===== config.mk =====
export PLATFORM = sky130hd
export DESIGN_NAME = fan_tach_speed_regulator_top_flat
export DESIGN_NICKNAME = d
export VERILOG_FILES = /design/src/hw/rtl/ftsr_pkg.sv /design/src/hw/rtl/ftsr_ifs.sv /design/src/hw/rtl/ftsr_front.sv /design/src/hw/rtl/ftsr_div.sv /design/src/hw/rtl/ftsr_core.sv /design/src/hw/rtl/fan_tach_speed_regulator_top.sv /design/src/flat_wrapper.sv
export SDC_FILE = /design/constraint.sdc
export NUM_CORES = 1
export LEC_CHECK = 0
export ABC_AREA = 1
export BUFFER_PORTS_ARGS = -buffer_cell sky130_fd_sc_hd__buf_4
export CAP_MARGIN = 25
export CORE_ASPECT_RATIO = 1.1
export CORE_UTILIZATION = 57
export DETAILED_ROUTE_END_ITERATION = 10
export PLACE_DENSITY = 0.79
export SETUP_SLACK_MARGIN = 0.4
export SLEW_MARGIN = 20
export SYNTH_ARGS = -nofsm -noshare
export SYNTH_HDL_FRONTEND = slang
export SYNTH_SLANG_ARGS = --single-unit
export TNS_END_PERCENT = 30

===== constraint.sdc =====
create_clock -name clk -period 8.7 [get_ports clk]
set_input_delay 0 -clock clk [delete_from_list [all_inputs] [get_ports clk]]
set_output_delay 0 -clock clk [all_outputs]
set_load 0.01 [all_outputs]

===== src/hw/rtl/ftsr_pkg.sv =====
// shared types, constants and helpers of the fan tach speed regulator
package ftsr_pkg;

  // field widths
  localparam int DUTY_W   = 16;
  localparam int SPEED_W  = 13;
  localparam int TIMER_W  = 16;
  localparam int PULSE_W  = 8;
  localparam int DEB_W    = 3;
  localparam int WAIT_W   = 6;
  localparam int STALL_W  = 8;
  localparam int CFG_IDX_W  = 2;
  localparam int CFG_DATA_W = 16;
  localparam int STEP_W   = 7;
  localparam int DIFF_W   = 17;

  // command queue between front and back
  localparam int Q_DEPTH = 2;
  localparam int Q_PTR_W = 1;
  localparam int Q_CNT_W = 2;

  // period to speed divider
  localparam int DIV_W   = 20;
  localparam int DIV_CNT_W = 5;
  localparam int REM_W   = TIMER_W + 1;
  localparam logic [DIV_W-1:0] SPEED_DIVIDEND = 20'd960000;

  // constants of the regulation law
  localparam logic [TIMER_W-1:0] TIMER_MAX     = 16'hffff;
  localparam logic [TIMER_W-1:0] PERIOD_MIN    = 16'd228;
  localparam logic [SPEED_W-1:0] SPEED_SAT     = 13'd8191;
  localparam logic [SPEED_W-1:0] SPEED_MEAS_MAX = 13'd4193;
  localparam logic [SPEED_W-1:0] SPEED_STALL   = 13'd50;
  localparam logic [WAIT_W-1:0]  ADJUST_TICKS  = 6'd50;
  localparam logic [STALL_W-1:0] STALL_SAT     = 8'd255;
  localparam logic [STALL_W-1:0] STALL_FAULT   = 8'd100;
  localparam logic [DIFF_W-1:0]  SPEED_BAND    = 17'd5;
  localparam logic [DIFF_W-1:0]  DUTY_SAT      = 17'h0ffff;
  localparam logic signed [DEB_W-1:0] DEB_HIGH = 3'sd2;
  localparam logic signed [DEB_W-1:0] DEB_LOW  = -3'sd2;

  // configuration reset values
  localparam logic [DUTY_W-1:0]  DUTY_INIT_RST  = 16'd300;
  localparam logic [DUTY_W-1:0]  DUTY_FLOOR_RST = 16'd100;
  localparam logic [DUTY_W-1:0]  DUTY_CEIL_RST  = 16'd1000;
  localparam logic [PULSE_W-1:0] PULSES_RST     = 8'd2;

  typedef enum logic [CFG_IDX_W-1:0] {
    CFG_DUTY_INIT  = 2'd0,
    CFG_DUTY_FLOOR = 2'd1,
    CFG_DUTY_CEIL  = 2'd2,
    CFG_PULSES     = 2'd3
  } cfg_idx_e;

  typedef enum logic {
    OP_SAMPLE  = 1'b0,
    OP_PROCESS = 1'b1
  } op_e;

  typedef enum logic [1:0] {
    ST_IDLE,
    ST_DIV,
    ST_FINISH
  } core_state_e;

  typedef struct packed {
    logic [DUTY_W-1:0]  duty_init;
    logic [DUTY_W-1:0]  duty_floor;
    logic [DUTY_W-1:0]  duty_ceil;
    logic [PULSE_W-1:0] pulses_per_measure;
  } cfg_t;

  typedef struct packed {
    op_e               op;
    logic              tach_level;
    logic [DUTY_W-1:0] target_speed;
    logic              pwm_enable;
    logic              tick_10ms;
    logic              tick_100ms;
  } item_t;

  typedef struct packed {
    logic [DUTY_W-1:0]  duty;
    logic [SPEED_W-1:0] current_speed;
    logic               fan_fault;
  } result_t;

  typedef struct packed {
    logic [TIMER_W-1:0] period_timer;
    logic [PULSE_W-1:0] pulse_counter;
    logic [TIMER_W-1:0] latched_period;
    logic [DEB_W-1:0]   debounce_count;
    logic               tach_high_seen;
    logic [SPEED_W-1:0] speed_value;
    logic [DUTY_W-1:0]  duty_value;
    logic [WAIT_W-1:0]  adjust_wait;
    logic [STALL_W-1:0] stall_count;
    logic               fault_flag;
  } regs_t;

  typedef struct packed {
    logic             done;
    logic [DIV_W-1:0] quotient;
  } div_status_t;

  // duty step for a given speed error
  function automatic logic [STEP_W-1:0] step_size(input logic [DIFF_W-1:0] diff);
    logic [STEP_W-1:0] st;
    if (diff <= 17'd50) st = 7'd1;
    else if (diff <= 17'd100) st = 7'd2;
    else if (diff <= 17'd200) st = 7'd8;
    else if (diff <= 17'd300) st = 7'd32;
    else st = 7'd64;
    return st;
  endfunction

endpackage


===== src/hw/rtl/ftsr_ifs.sv =====
// command and result channel interfaces

interface ftsr_cmd_if;
  logic        valid;
  logic        ready;
  logic        operation;
  logic        tach_level;
  logic [15:0] target_speed;
  logic        pwm_enable;
  logic        tick_10ms;
  logic        tick_100ms;

  modport source (
    output valid, operation, tach_level, target_speed, pwm_enable, tick_10ms, tick_100ms,
    input  ready
  );
  modport sink (
    input  valid, operation, tach_level, target_speed, pwm_enable, tick_10ms, tick_100ms,
    output ready
  );
endinterface

interface ftsr_rsp_if;
  logic        valid;
  logic        ready;
  logic [15:0] duty;
  logic [12:0] current_speed;
  logic        fan_fault;

  modport source (
    output valid, duty, current_speed, fan_fault,
    input  ready
  );
  modport sink (
    input  valid, duty, current_speed, fan_fault,
    output ready
  );
endinterface


===== src/hw/rtl/ftsr_front.sv =====
// front end: accepts command beats, classifies them and queues them for the back end
module ftsr_front (
  input  logic           clk,
  input  logic           rst,
  ftsr_cmd_if.sink       cmd,
  output ftsr_pkg::item_t head,
  output logic           head_valid,
  input  logic           pop
);
  import ftsr_pkg::*;

  item_t              entry [Q_DEPTH];
  item_t              incoming;
  logic [Q_PTR_W-1:0] wr_ptr;
  logic [Q_PTR_W-1:0] rd_ptr;
  logic [Q_CNT_W-1:0] count;
  logic               push;

  // classify the incoming beat
  always_comb begin
    incoming.op           = cmd.operation ? OP_PROCESS : OP_SAMPLE;
    incoming.tach_level   = cmd.tach_level;
    incoming.target_speed = cmd.target_speed;
    incoming.pwm_enable   = cmd.pwm_enable;
    incoming.tick_10ms    = cmd.tick_10ms;
    incoming.tick_100ms   = cmd.tick_100ms;
  end

  assign cmd.ready  = (count != Q_CNT_W'(Q_DEPTH));
  assign push       = cmd.valid && cmd.ready;
  assign head_valid = (count != '0);
  assign head       = entry[rd_ptr];

  // queue storage
  always_ff @(posedge clk) begin
    if (push) begin
      entry[wr_ptr] <= incoming;
    end
  end

  // queue pointers and fill level
  always_ff @(posedge clk) begin
    if (rst) begin
      wr_ptr <= '0;
      rd_ptr <= '0;
      count  <= '0;
    end else begin
      if (push) wr_ptr <= wr_ptr + 1'b1;
      if (pop)  rd_ptr <= rd_ptr + 1'b1;
      case ({push, pop})
        2'b10:   count <= count + 1'b1;
        2'b01:   count <= count - 1'b1;
        default: count <= count;
      endcase
    end
  end

  a_count_bound: assert property (@(posedge clk) disable iff (rst)
    (count <= Q_CNT_W'(Q_DEPTH)) && !(pop && count == '0))
    else $error("command queue over- or underflow");

endmodule


===== src/hw/rtl/ftsr_div.sv =====
// iterative restoring divider: 960000 / period, one quotient bit per cycle
module ftsr_div (
  input  logic                          clk,
  input  logic                          rst,
  input  logic                          start,
  input  logic [ftsr_pkg::TIMER_W-1:0]  divisor,
  output ftsr_pkg::div_status_t         status
);
  import ftsr_pkg::*;

  logic                 busy;
  logic                 done;
  logic [DIV_CNT_W-1:0] cnt;
  logic [REM_W-1:0]     rem;
  logic [DIV_W-1:0]     quo;
  logic [TIMER_W-1:0]   dvsr;
  logic [REM_W-1:0]     trial;
  logic                 fits;

  // one shift-subtract step
  assign trial = {rem[REM_W-2:0], quo[DIV_W-1]};
  assign fits  = (trial >= {1'b0, dvsr});

  always_ff @(posedge clk) begin
    if (rst) begin
      busy <= 1'b0;
      done <= 1'b0;
      cnt  <= '0;
    end else begin
      done <= 1'b0;
      if (start) begin
        busy <= 1'b1;
        cnt  <= '0;
      end else if (busy) begin
        cnt <= cnt + 1'b1;
        if (cnt == DIV_CNT_W'(DIV_W - 1)) begin
          busy <= 1'b0;
          done <= 1'b1;
        end
      end
    end
  end

  // datapath
  always_ff @(posedge clk) begin
    if (start) begin
      rem  <= '0;
      quo  <= SPEED_DIVIDEND;
      dvsr <= divisor;
    end else if (busy) begin
      rem <= fits ? (trial - {1'b0, dvsr}) : trial;
      quo <= {quo[DIV_W-2:0], fits};
    end
  end

  assign status.done     = done;
  assign status.quotient = quo;

endmodule


===== src/hw/rtl/ftsr_core.sv =====
// back end: tach measurement, speed, stall fault and duty regulation, result register
module ftsr_core (
  input  logic            clk,
  input  logic            rst,
  input  ftsr_pkg::cfg_t  cfg,
  input  ftsr_pkg::item_t head,
  input  logic            head_valid,
  output logic            pop,
  ftsr_rsp_if.source      rsp
);
  import ftsr_pkg::*;

  core_state_e        state;
  core_state_e        state_next;
  regs_t              regs;
  regs_t              regs_next;
  regs_t              s_regs;
  regs_t              p_regs;
  result_t            out_data;
  logic               rsp_valid;
  logic               out_free;
  logic               out_load;
  logic               div_start;
  div_status_t        div_stat;
  logic [SPEED_W-1:0] div_speed;

  ftsr_div u_div (
    .clk     (clk),
    .rst     (rst),
    .start   (div_start),
    .divisor (regs.latched_period),
    .status  (div_stat)
  );

  assign div_speed = (div_stat.quotient > DIV_W'(SPEED_SAT)) ? SPEED_SAT
                                                               : div_stat.quotient[SPEED_W-1:0];
  assign out_free  = !rsp_valid || rsp.ready;

  // sample tick: period timer, debounce, pulse counting
  always_comb begin
    logic signed [DEB_W-1:0] dc;
    logic [PULSE_W-1:0]      pc;
    s_regs = regs;
    pc = '0;
    dc = $signed(regs.debounce_count);
    if (s_regs.period_timer != TIMER_MAX) s_regs.period_timer = s_regs.period_timer + 1'b1;
    if (head.tach_level) begin
      if (dc < 3'sd0) dc = 3'sd0;
      if (dc < DEB_HIGH) dc = dc + 3'sd1;
      else s_regs.tach_high_seen = 1'b1;
    end else begin
      if (dc > 3'sd0) dc = 3'sd0;
      if (dc > DEB_LOW) begin
        dc = dc - 3'sd1;
      end else if (s_regs.tach_high_seen) begin
        s_regs.tach_high_seen = 1'b0;
        pc = s_regs.pulse_counter + 1'b1;
        s_regs.pulse_counter = pc;
        if (pc >= cfg.pulses_per_measure && s_regs.period_timer > PERIOD_MIN) begin
          if (s_regs.latched_period == '0) s_regs.latched_period = s_regs.period_timer;
          s_regs.pulse_counter = '0;
          s_regs.period_timer  = '0;
        end
      end
    end
    s_regs.debounce_count = dc;
  end

  // process step: speed update, stall tracking, duty regulation
  always_comb begin
    logic [DIFF_W-1:0] cur;
    logic [DIFF_W-1:0] tgt;
    logic [DIFF_W-1:0] d;
    logic [DIFF_W-1:0] st;
    logic              run;
    p_regs = regs;
    cur = '0;
    d   = '0;
    st  = '0;
    tgt = {1'b0, head.target_speed};
    run = (head.target_speed != '0) && head.pwm_enable;

    if (p_regs.period_timer == TIMER_MAX) begin
      p_regs.speed_value   = '0;
      p_regs.pulse_counter = '0;
      p_regs.period_timer  = '0;
    end else if (p_regs.latched_period != '0) begin
      p_regs.speed_value    = div_speed;
      p_regs.adjust_wait    = '0;
      p_regs.latched_period = '0;
    end

    // stall counting
    if (head.target_speed != '0 && p_regs.speed_value < SPEED_STALL) begin
      if (head.tick_100ms && p_regs.stall_count != STALL_SAT)
        p_regs.stall_count = p_regs.stall_count + 1'b1;
    end else begin
      p_regs.stall_count = '0;
    end

    if (!head.pwm_enable) begin
      p_regs.latched_period = '0;
      p_regs.speed_value    = '0;
      p_regs.pulse_counter  = '0;
      p_regs.stall_count    = '0;
    end

    if (p_regs.stall_count >= STALL_FAULT) p_regs.fault_flag = 1'b1;

    // tiered duty adjustment
    if (run) begin
      if (p_regs.adjust_wait != '0) begin
        if (head.tick_10ms) p_regs.adjust_wait = p_regs.adjust_wait - 1'b1;
      end else begin
        p_regs.adjust_wait = ADJUST_TICKS;
        cur = {{(DIFF_W - SPEED_W){1'b0}}, p_regs.speed_value};
        d   = {1'b0, p_regs.duty_value};
        if (d == '0) begin
          d = {1'b0, cfg.duty_init};
        end else if (tgt > cur + SPEED_BAND) begin
          d = d + {{(DIFF_W - STEP_W){1'b0}}, step_size(tgt - cur)};
          if (d > DUTY_SAT) d = DUTY_SAT;
        end else if (tgt + SPEED_BAND < cur) begin
          st = {{(DIFF_W - STEP_W){1'b0}}, step_size(cur - tgt)};
          d  = (d > st) ? (d - st) : '0;
        end
        if (d > {1'b0, cfg.duty_ceil}) d = {1'b0, cfg.duty_ceil};
        else if (d < {1'b0, cfg.duty_floor}) d = {1'b0, cfg.duty_floor};
        p_regs.duty_value = d[DUTY_W-1:0];
      end
    end else begin
      p_regs.duty_value  = '0;
      p_regs.adjust_wait = '0;
    end
  end

  // sequencer: next state and controls
  always_comb begin
    state_next = state;
    regs_next  = regs;
    pop        = 1'b0;
    out_load   = 1'b0;
    div_start  = 1'b0;
    unique case (state)
      ST_IDLE: begin
        if (head_valid && out_free) begin
          if (head.op == OP_SAMPLE) begin
            regs_next = s_regs;
            pop       = 1'b1;
            out_load  = 1'b1;
          end else if (regs.period_timer != TIMER_MAX && regs.latched_period != '0) begin
            div_start  = 1'b1;
            state_next = ST_DIV;
          end else begin
            regs_next = p_regs;
            pop       = 1'b1;
            out_load  = 1'b1;
          end
        end
      end
      ST_DIV: begin
        if (div_stat.done) state_next = ST_FINISH;
      end
      ST_FINISH: begin
        if (out_free) begin
          regs_next  = p_regs;
          pop        = 1'b1;
          out_load   = 1'b1;
          state_next = ST_IDLE;
        end
      end
      default: state_next = ST_IDLE;
    endcase
  end

  // state register and regulator state
  always_ff @(posedge clk) begin
    if (rst) begin
      state <= ST_IDLE;
      regs  <= '0;
    end else begin
      state <= state_next;
      regs  <= regs_next;
    end
  end

  // result register
  always_ff @(posedge clk) begin
    if (rst) begin
      rsp_valid <= 1'b0;
    end else if (out_load) begin
      rsp_valid <= 1'b1;
    end else if (rsp.ready) begin
      rsp_valid <= 1'b0;
    end
  end

  always_ff @(posedge clk) begin
    if (out_load) begin
      out_data.duty          <= regs_next.duty_value;
      out_data.current_speed <= regs_next.speed_value;
      out_data.fan_fault     <= regs_next.fault_flag;
    end
  end

  assign rsp.valid         = rsp_valid;
  assign rsp.duty          = out_data.duty;
  assign rsp.current_speed = out_data.current_speed;
  assign rsp.fan_fault     = out_data.fan_fault;

  a_speed_range: assert property (@(posedge clk) disable iff (rst)
    regs.speed_value <= SPEED_MEAS_MAX)
    else $error("measured speed out of range");

  a_debounce_range: assert property (@(posedge clk) disable iff (rst)
    ($signed(regs.debounce_count) >= DEB_LOW) && ($signed(regs.debounce_count) <= DEB_HIGH))
    else $error("debounce count out of range");

  a_div_has_work: assert property (@(posedge clk) disable iff (rst)
    (state == ST_DIV || state == ST_FINISH) |-> (head_valid && regs.latched_period != '0))
    else $error("divide in flight without a pending period");

  a_finish_after_done: assert property (@(posedge clk) disable iff (rst)
    (state == ST_FINISH) |-> ($past(div_stat.done) || $past(state == ST_FINISH)))
    else $error("finish entered without divider completion");

endmodule


===== src/hw/rtl/fan_tach_speed_regulator_top.sv =====
// top level: configuration registers, command front end and regulator back end
//
// Every accepted command beat yields exactly one result beat carrying duty, speed and
// the stall fault after that command. Sample ticks and process steps that find no new
// period pending pass through the queue entry and the result register, so the block
// sustains one beat per cycle while the result side keeps up. A process step that finds
// a latched period while the period timer is not saturated runs the 20-bit restoring
// divider for 960000 / period, one quotient bit per cycle, before its result is
// registered; the two-entry command queue takes one more beat in the meantime and then
// holds ready low. Configuration writes take effect on the next cycle and should be
// made while no command is in flight.
module fan_tach_speed_regulator_top (
  input  logic                              clk,
  input  logic                              rst,
  ftsr_cmd_if.sink                          cmd,
  ftsr_rsp_if.source                        rsp,
  input  logic                              cfg_we,
  input  logic [ftsr_pkg::CFG_IDX_W-1:0]    cfg_index,
  input  logic [ftsr_pkg::CFG_DATA_W-1:0]   cfg_data
);
  import ftsr_pkg::*;

  cfg_t  cfg;
  item_t head;
  logic  head_valid;
  logic  pop;

  // configuration register file
  always_ff @(posedge clk) begin
    if (rst) begin
      cfg.duty_init          <= DUTY_INIT_RST;
      cfg.duty_floor         <= DUTY_FLOOR_RST;
      cfg.duty_ceil          <= DUTY_CEIL_RST;
      cfg.pulses_per_measure <= PULSES_RST;
    end else if (cfg_we) begin
      unique case (cfg_idx_e'(cfg_index))
        CFG_DUTY_INIT:  cfg.duty_init          <= cfg_data;
        CFG_DUTY_FLOOR: cfg.duty_floor         <= cfg_data;
        CFG_DUTY_CEIL:  cfg.duty_ceil          <= cfg_data;
        CFG_PULSES:     cfg.pulses_per_measure <= cfg_data[PULSE_W-1:0];
        default:        ;
      endcase
    end
  end

  ftsr_front u_front (
    .clk        (clk),
    .rst        (rst),
    .cmd        (cmd),
    .head       (head),
    .head_valid (head_valid),
    .pop        (pop)
  );

  ftsr_core u_core (
    .clk        (clk),
    .rst        (rst),
    .cfg        (cfg),
    .head       (head),
    .head_valid (head_valid),
    .pop        (pop),
    .rsp        (rsp)
  );

endmodule

===== src/flat_wrapper.sv =====
// flat-port wrapper written by rule: the top's interface ports become plain ports
module fan_tach_speed_regulator_top_flat import ftsr_pkg::*;
  (clk, rst, cfg_we, cfg_index, cfg_data, cmd_valid, cmd_operation, cmd_tach_level, cmd_target_speed, cmd_pwm_enable, cmd_tick_10ms, cmd_tick_100ms, cmd_ready, rsp_valid, rsp_duty, rsp_current_speed, rsp_fan_fault, rsp_ready);
  ftsr_cmd_if cmd_i ();
  ftsr_rsp_if rsp_i ();
  input  logic clk;
  input  logic rst;
  input  logic cfg_we;
  input  logic [ftsr_pkg::CFG_IDX_W-1:0] cfg_index;
  input  logic [ftsr_pkg::CFG_DATA_W-1:0] cfg_data;
  input wire logic [$bits(cmd_i.valid)-1:0] cmd_valid;
  input wire logic [$bits(cmd_i.operation)-1:0] cmd_operation;
  input wire logic [$bits(cmd_i.tach_level)-1:0] cmd_tach_level;
  input wire logic [$bits(cmd_i.target_speed)-1:0] cmd_target_speed;
  input wire logic [$bits(cmd_i.pwm_enable)-1:0] cmd_pwm_enable;
  input wire logic [$bits(cmd_i.tick_10ms)-1:0] cmd_tick_10ms;
  input wire logic [$bits(cmd_i.tick_100ms)-1:0] cmd_tick_100ms;
  output wire logic [$bits(cmd_i.ready)-1:0] cmd_ready;
  output wire logic [$bits(rsp_i.valid)-1:0] rsp_valid;
  output wire logic [$bits(rsp_i.duty)-1:0] rsp_duty;
  output wire logic [$bits(rsp_i.current_speed)-1:0] rsp_current_speed;
  output wire logic [$bits(rsp_i.fan_fault)-1:0] rsp_fan_fault;
  input wire logic [$bits(rsp_i.ready)-1:0] rsp_ready;
  assign cmd_i.valid = cmd_valid;
  assign cmd_i.operation = cmd_operation;
  assign cmd_i.tach_level = cmd_tach_level;
  assign cmd_i.target_speed = cmd_target_speed;
  assign cmd_i.pwm_enable = cmd_pwm_enable;
  assign cmd_i.tick_10ms = cmd_tick_10ms;
  assign cmd_i.tick_100ms = cmd_tick_100ms;
  assign cmd_ready = cmd_i.ready;
  assign rsp_valid = rsp_i.valid;
  assign rsp_duty = rsp_i.duty;
  assign rsp_current_speed = rsp_i.current_speed;
  assign rsp_fan_fault = rsp_i.fan_fault;
  assign rsp_i.ready = rsp_ready;
  fan_tach_speed_regulator_top u_core (.clk(clk), .rst(rst), .cmd(cmd_i), .rsp(rsp_i), .cfg_we(cfg_we), .cfg_index(cfg_index), .cfg_data(cfg_data));
endmodule

# ---- Word-level counts from Yosys, hierarchy flattened
# Memories as Yosys holds them, arrays and structs flattened. A register that Yosys moved wholly into a read port is not among the register bits.
# Index checks and enable logic that the tools add are counted.
dict set report totals {
  rom_bits 0
  register_bits 240
  inputBits 44
  output_inout_bits 32
  word_cells 226
  ram_bits 42
  latch_bits 0
  n_memories 1
}
# memory words word_bits rd rd_clocked_by_memory_dff wr line_no
set mem_list {}
lappend mem_list {u_core.u_front.entry 2 21 1 1 1 ftsr_front.sv:12} ;# item_t entry [Q_DEPTH];
dict set report op_classes {
  bitwise_logic 3
  order_cmp 24
  multipliers 0
  addsub 18
  div 0
  mux 93
  n_eq_ne 26
  reduce_logical 33
  shift 0
}
# cell n
set ops {}
lappend ops {{two-way mux 88 bit} 4}
lappend ops {{case mux 88 bit (2 select lines)} 1}
lappend ops {{two-way mux 40 bit} 4}
lappend ops {{two-way mux 16 bit} 8}
lappend ops {{two-way mux 17 bit} 7}
lappend ops {{two-way mux 7 bit} 17}
lappend ops {{two-way mux 13 bit} 4}
lappend ops {{two-way mux 24 bit} 2}
lappend ops {{<= comparator 17 x 6 -> 1 bit (second input constant)} 2}
lappend ops {{<= comparator 17 x 7 -> 1 bit (second input constant)} 2}
lappend ops {{<= comparator 17 x 8 -> 1 bit (second input constant)} 2}
lappend ops {{<= comparator 17 x 9 -> 1 bit (second input constant)} 2}
lappend ops {{logical NOT 16 bit} 2}
lappend ops {{nonzero test 16 bit} 2}
lappend ops {{two-way mux 6 bit} 4}
lappend ops {{two-way mux 8 bit} 3}
lappend ops {{two-way mux 1 bit} 23}
lappend ops {{two-way mux 22 bit} 1}
lappend ops {{two-way mux 3 bit} 7}
lappend ops {{> comparator 20 x 13 -> 1 bit (second input constant)} 1}
lappend ops {{inequality test 3 bit (second input constant)} 6}
lappend ops {{adder 16 x 3 -> 17 bit (second input constant)} 1}
lappend ops {{adder 16 x 7 -> 17 bit} 1}
lappend ops {{greater-or-equal comparator 17 x 16 -> 1 bit} 1}
lappend ops {{other kinds (55)} 90}

# ---- Logic depth before layout (Yosys ltp)
dict set report depth {
  ltp_word 32
  mapped_depth 68
  ltp_nobuf 68
}

# ---- By module
# A second synthesis with hierarchy kept.
dict set report unflattened {
  hier_cells 2917
  area_unflattened_um2 20537.2
}
# module seq_area_each_um2 area_per_inst_um2 instances cells_per_inst
set modules_own_cells {}
lappend modules_own_cells {ftsr_core 2722.6 12963.7 1 2013}
lappend modules_own_cells {ftsr_div 1341.3 3447.1 1 468}
lappend modules_own_cells {fan_tach_speed_regulator_top 1121.1 2297.2 1 338}
lappend modules_own_cells {ftsr_front 1361.3 1829.3 1 98}

# ---- Worst setup path after synthesis
# Ideal clock, no wire load.
dict set report synth_path {
  path_type {reg2reg}
  start {register u_core.u_core.regs[72] (netlist bit)}
  end {register, netlist name u_core.u_core.rsp.duty[1]}
  required_time_ns 8.448
  path_buffers 3
  path_stages_with_launch 67
  setup_slack_ns 0.585
  setup_ns 0.252
  arrival_ns 7.863
  synth_period_minus_slack_ns 8.115
  cell_sequence {dfxtp_1 ha_1 nand2_1 nor2_2 nand2_1 nor2_1 nand2_2 clkbuf_1 o221ai_1 nor2_1 inv_1 ha_1 clkbuf_1 a21oi_1 inv_1 a21oi_1 inv_1 a221oi_1 [31 not listed] nand2_1 a21oi_1 o21ai_0 nand2_1 inv_1 o21bai_1 nand2_1 nand2_1 nand2_1 nand2_1 nand2_2 inv_2 buf_2 o211ai_2 nand3_1 nand2_1 nand2_1 inv_1}
}
# element line_no
set synth_rtl {}
lappend synth_rtl {{from (decl)} ftsr_core.sv:15} ;# regs_t regs;
lappend synth_rtl {{from (signal assigned)} ftsr_core.sv:183} ;# regs <= regs_next;

==> metrics.yaml <==
rows: 69
syn_nets: 2781
synth_compound_area_share_pct: 18.8
critPathMaxFanout: 8
grt_usage_pct: 32.4
worst_pin_slew_ps: 971
setup_viol: 0
worst-setup-path-type: "register to register"
area_delta_synth_final_pct: 20.7
ys_warn_count: 0
cts_made_buffers: 31
gp_congestion: 0.984
endpoint_kind: "register"
core_sq_um: 32500
tns_ps: 0
synth_area_per_cell_sq_um: 7.28
syn_inst: 2604
vias: 18959
relSlewSlack_pct: 35.1
arrival_ps: 8340
clock_skew_ps: 26.9
cts.sinks: 283
status: "finished clean"
drtIter0Drc: 1821
place_area_sq_um: 20000
grt_overflow: 0
yosysSeqAreaShare_pct: 34.5
drive_gt1_share_pct: 17.7
required_ps: 9030
worst_setup_path_start_kind: "register"
cts.clk_slew.worst_paths_ps: 60
grt_pass1_wl_microns: 89800
max_cap_viol_count: 0
drc: 0
ant_nets: 0
firstDrtPassIters: 6
synth_top_family_by_area: "simple AND/OR/NAND/NOR gates"
synth_adder_area_share_pct: 8.93
wl_microns: 58500
top_level_ports: 76
pre_cts_ws_ps: 168
start_util_pct: 58.3
worstHoldPathType: "input pin to register"
antenna_found_initial: 1
htreeDepth: 1
clk_path_buf_depth: 3
synth_ff_type: "dfxtp_1"
yosysUniqueCellTypes: 69
dieWidth_microns: 176
via_per_inst: 5.88
critPathSlowestCell: "dfxtp_4"
dieArea_sq_um: 34000
cts_tree: "done"
cts_root_buf: "clkbuf_16"
syn_area_sq_um: 19000
min_period_over_period_pct: 92.1
setup_ws_ps: 688
port_buffers: 75
dpl.hpwl_microns: 40800
synthMuxAreaShare_pct: 0.106
synthArstFlopShare_pct: 0
routedWlPerCell_microns: 18.2
grt_pass1_vias: 17698
synth-edff-count: 88
synth-simple-area-share_pct: 24.1
clk_latency_ps: 590
final_net_count: 2948
fmax_ghz: 0.125
grt_setup_unrepaired: "yes"
ys_ff_latch: 283
drv_slew: 0
r2r_setup_slack_ps: 690
fin_area_sq_um: 22900
synth_xor_area_share_pct: 4.02
path_common_cell: "nand2_1"
hold_viol_final: 0
fin_crit_ps: 8010
nFillCells: 2636
grt_start_max_net_pins: 83
cp_slowest_stage_delay_ps: 370
die_y_microns: 193
-- state kept, by name (all words and copies together) (netlist names), named ones only --
signal,flops
u_core.u_core.u_div.done,1
u_core.u_core.rsp.fan_fault,1
u_core.u_front.wr_ptr,1
u_core.u_core.state,2
u_core.u_front.rd_ptr,1
u_core.cfg,56
u_core.u_core.regs,84
u_core.u_core.u_div.busy,1
u_core.u_core.u_div.dvsr,16
u_core.u_core.u_div.cnt,5
u_core.u_front.entry,42
u_core.u_core.u_div.rem,16
u_core.u_core.p_regs,4
u_core.u_core.rsp.duty,16
u_core.u_core.u_div.quo,20
u_core.u_core.rsp.current_speed,13
u_core.u_core.rsp.valid,1
u_core.u_front.count,2
-- cell usage after synthesis (6+ instances only) --
library cell | n | area [sq um]
dfxtp_1 | 195 | 3900
o21ai_2 | 6 | 52.6
xor2_1 | 75 | 657
xnor2_1 | 12 | 105
o21ai_1 | 17 | 85.1
nor2_2 | 6 | 37.5
buf_2 | 7 | 35.0
a211oi_1 | 17 | 128
buf_6 | 6 | 67.6
a221oi_1 | 18 | 158
or2_2 | 12 | 75.1
clkbuf_1 | 80 | 300
o211ai_1 | 39 | 293
nor4_1 | 11 | 68.8
nor2_1 | 225 | 845
nor3_1 | 54 | 270
edfxtp_1 | 88 | 2640
o21ai_0 | 172 | 861
nand2_2 | 19 | 119
nand3_1 | 119 | 596
o221ai_1 | 8 | 70.1
o21bai_1 | 9 | 67.6
a31oi_1 | 45 | 282
inv_1 | 336 | 1260
nand2_4 | 8 | 90.1
o21a_1 | 16 | 120
nand2_1 | 528 | 1980
ha_1 | 129 | 1610
nand4_1 | 35 | 219
a21oi_1 | 216 | 1080
inv_2 | 14 | 52.6
-- per-stage QoR --
stage / instances / hold WS (ps) / utilization [%]
floorplan: 2604 / 98.9 / -
global placement: 3054 / 184 / 61.4
detailed placement: 3056 / 188 / 61.5
CTS: 3170 / 130 / 66.6
global route: 3222 / 146 / 70.3
finish: 3222 / 148 / 70.3
-- critical path, delay by kind of cell, from the launching register on --
kind | cells | cell delay, ps
buffers and inverters | 11 | 1040
flip-flops | 1 | 370
AND/OR/NAND/NOR | 28 | 2680
adder cells (fa/ha/maj) | 6 | 1530
AO/OA/AOI/OAI | 16 | 2140
-- routing by layer --
metal  up-vias  GRT usage (%)  wire length [microns]
met2       791           56.3                  28500
met5         -              0                      0
met4         0           11.4                   2180
li1       9118              -                      -
met1      8905           41.2                  23900
met3       145           3.52                   3960
-- cell type report --
class                   instances  area (sq um)  share of cell area, %
diodes                          1          2.50                 0.0109
clock inverters                12           124                  0.541
clock buffers                  45           920                   4.02
multi-input cells            1867         11400                   49.8
inverters                     355          1360                   5.92
well taps                     426           533                   2.33
flip-flops and latches        283          6570                   28.7
repair buffers                233          1990                   8.69
-- path summary, 6_finish.rpt --
kind,from,endpoint,cells after the start
worst min register to register,u_core.u_core.regs[61],u_core.u_core.u_div.dvsr[13],0
worst max-delay path,u_core.u_core.regs[72],u_core.u_core.rsp.duty[15],61
worst max register to register,u_core.u_core.regs[72],u_core.u_core.rsp.duty[15],61
worst min-delay path,cmd_target_speed[13],u_core.u_front.entry[0][16],2
-- kinds of logic after synthesis --
group                      Yosys count
xor gates and xnor gates            87
AOI/OAI and AO/OA                  603
adders and majority gates          133
buffers and inverters              454
and+or+nand+nor                   1042
DFF                                283
muxes                                2
-- cell usage in the layout (no fill, tap or decap), types with 16 or more instances in the layout --
cell           synthesis  final
o21ai_1               17     20
edfxtp_1              88     88
a31oi_1               45     43
o211ai_1              39     39
buf_4                  1    167
ha_1                 129    113
clkbuf_16              0     33
nand4_1               35     35
dlygate4sd3_1          0     53
o21ai_0              172    161
nand2_2               19     43
nor2_1               225    193
a221oi_1              18     16
nand3_1              119    110
a211oi_1              17     17
o21a_1                16     16
nor2_2                 6     23
a21oi_2                3     20
nor3_1                54     50
nand2_1              528    501
inv_2                 14     36
a21oi_1              216    197
xor2_1                75     74
inv_1                336    313
nor2_4                 2     17
dfxtp_1              195    183
-- what timing repair did --
action	CTS	global route
cloned	0	1
hold endpoints to repair	102	0
setup buffers	4	48
setup endpoints to repair	32	32
pin swaps	5	69
gates resized for setup	16	217
hold buffers	53	0
Power is left out: the tool's default activity adds up to more than one toggle a clock period on the data nets, which glitch-free logic cannot reach.
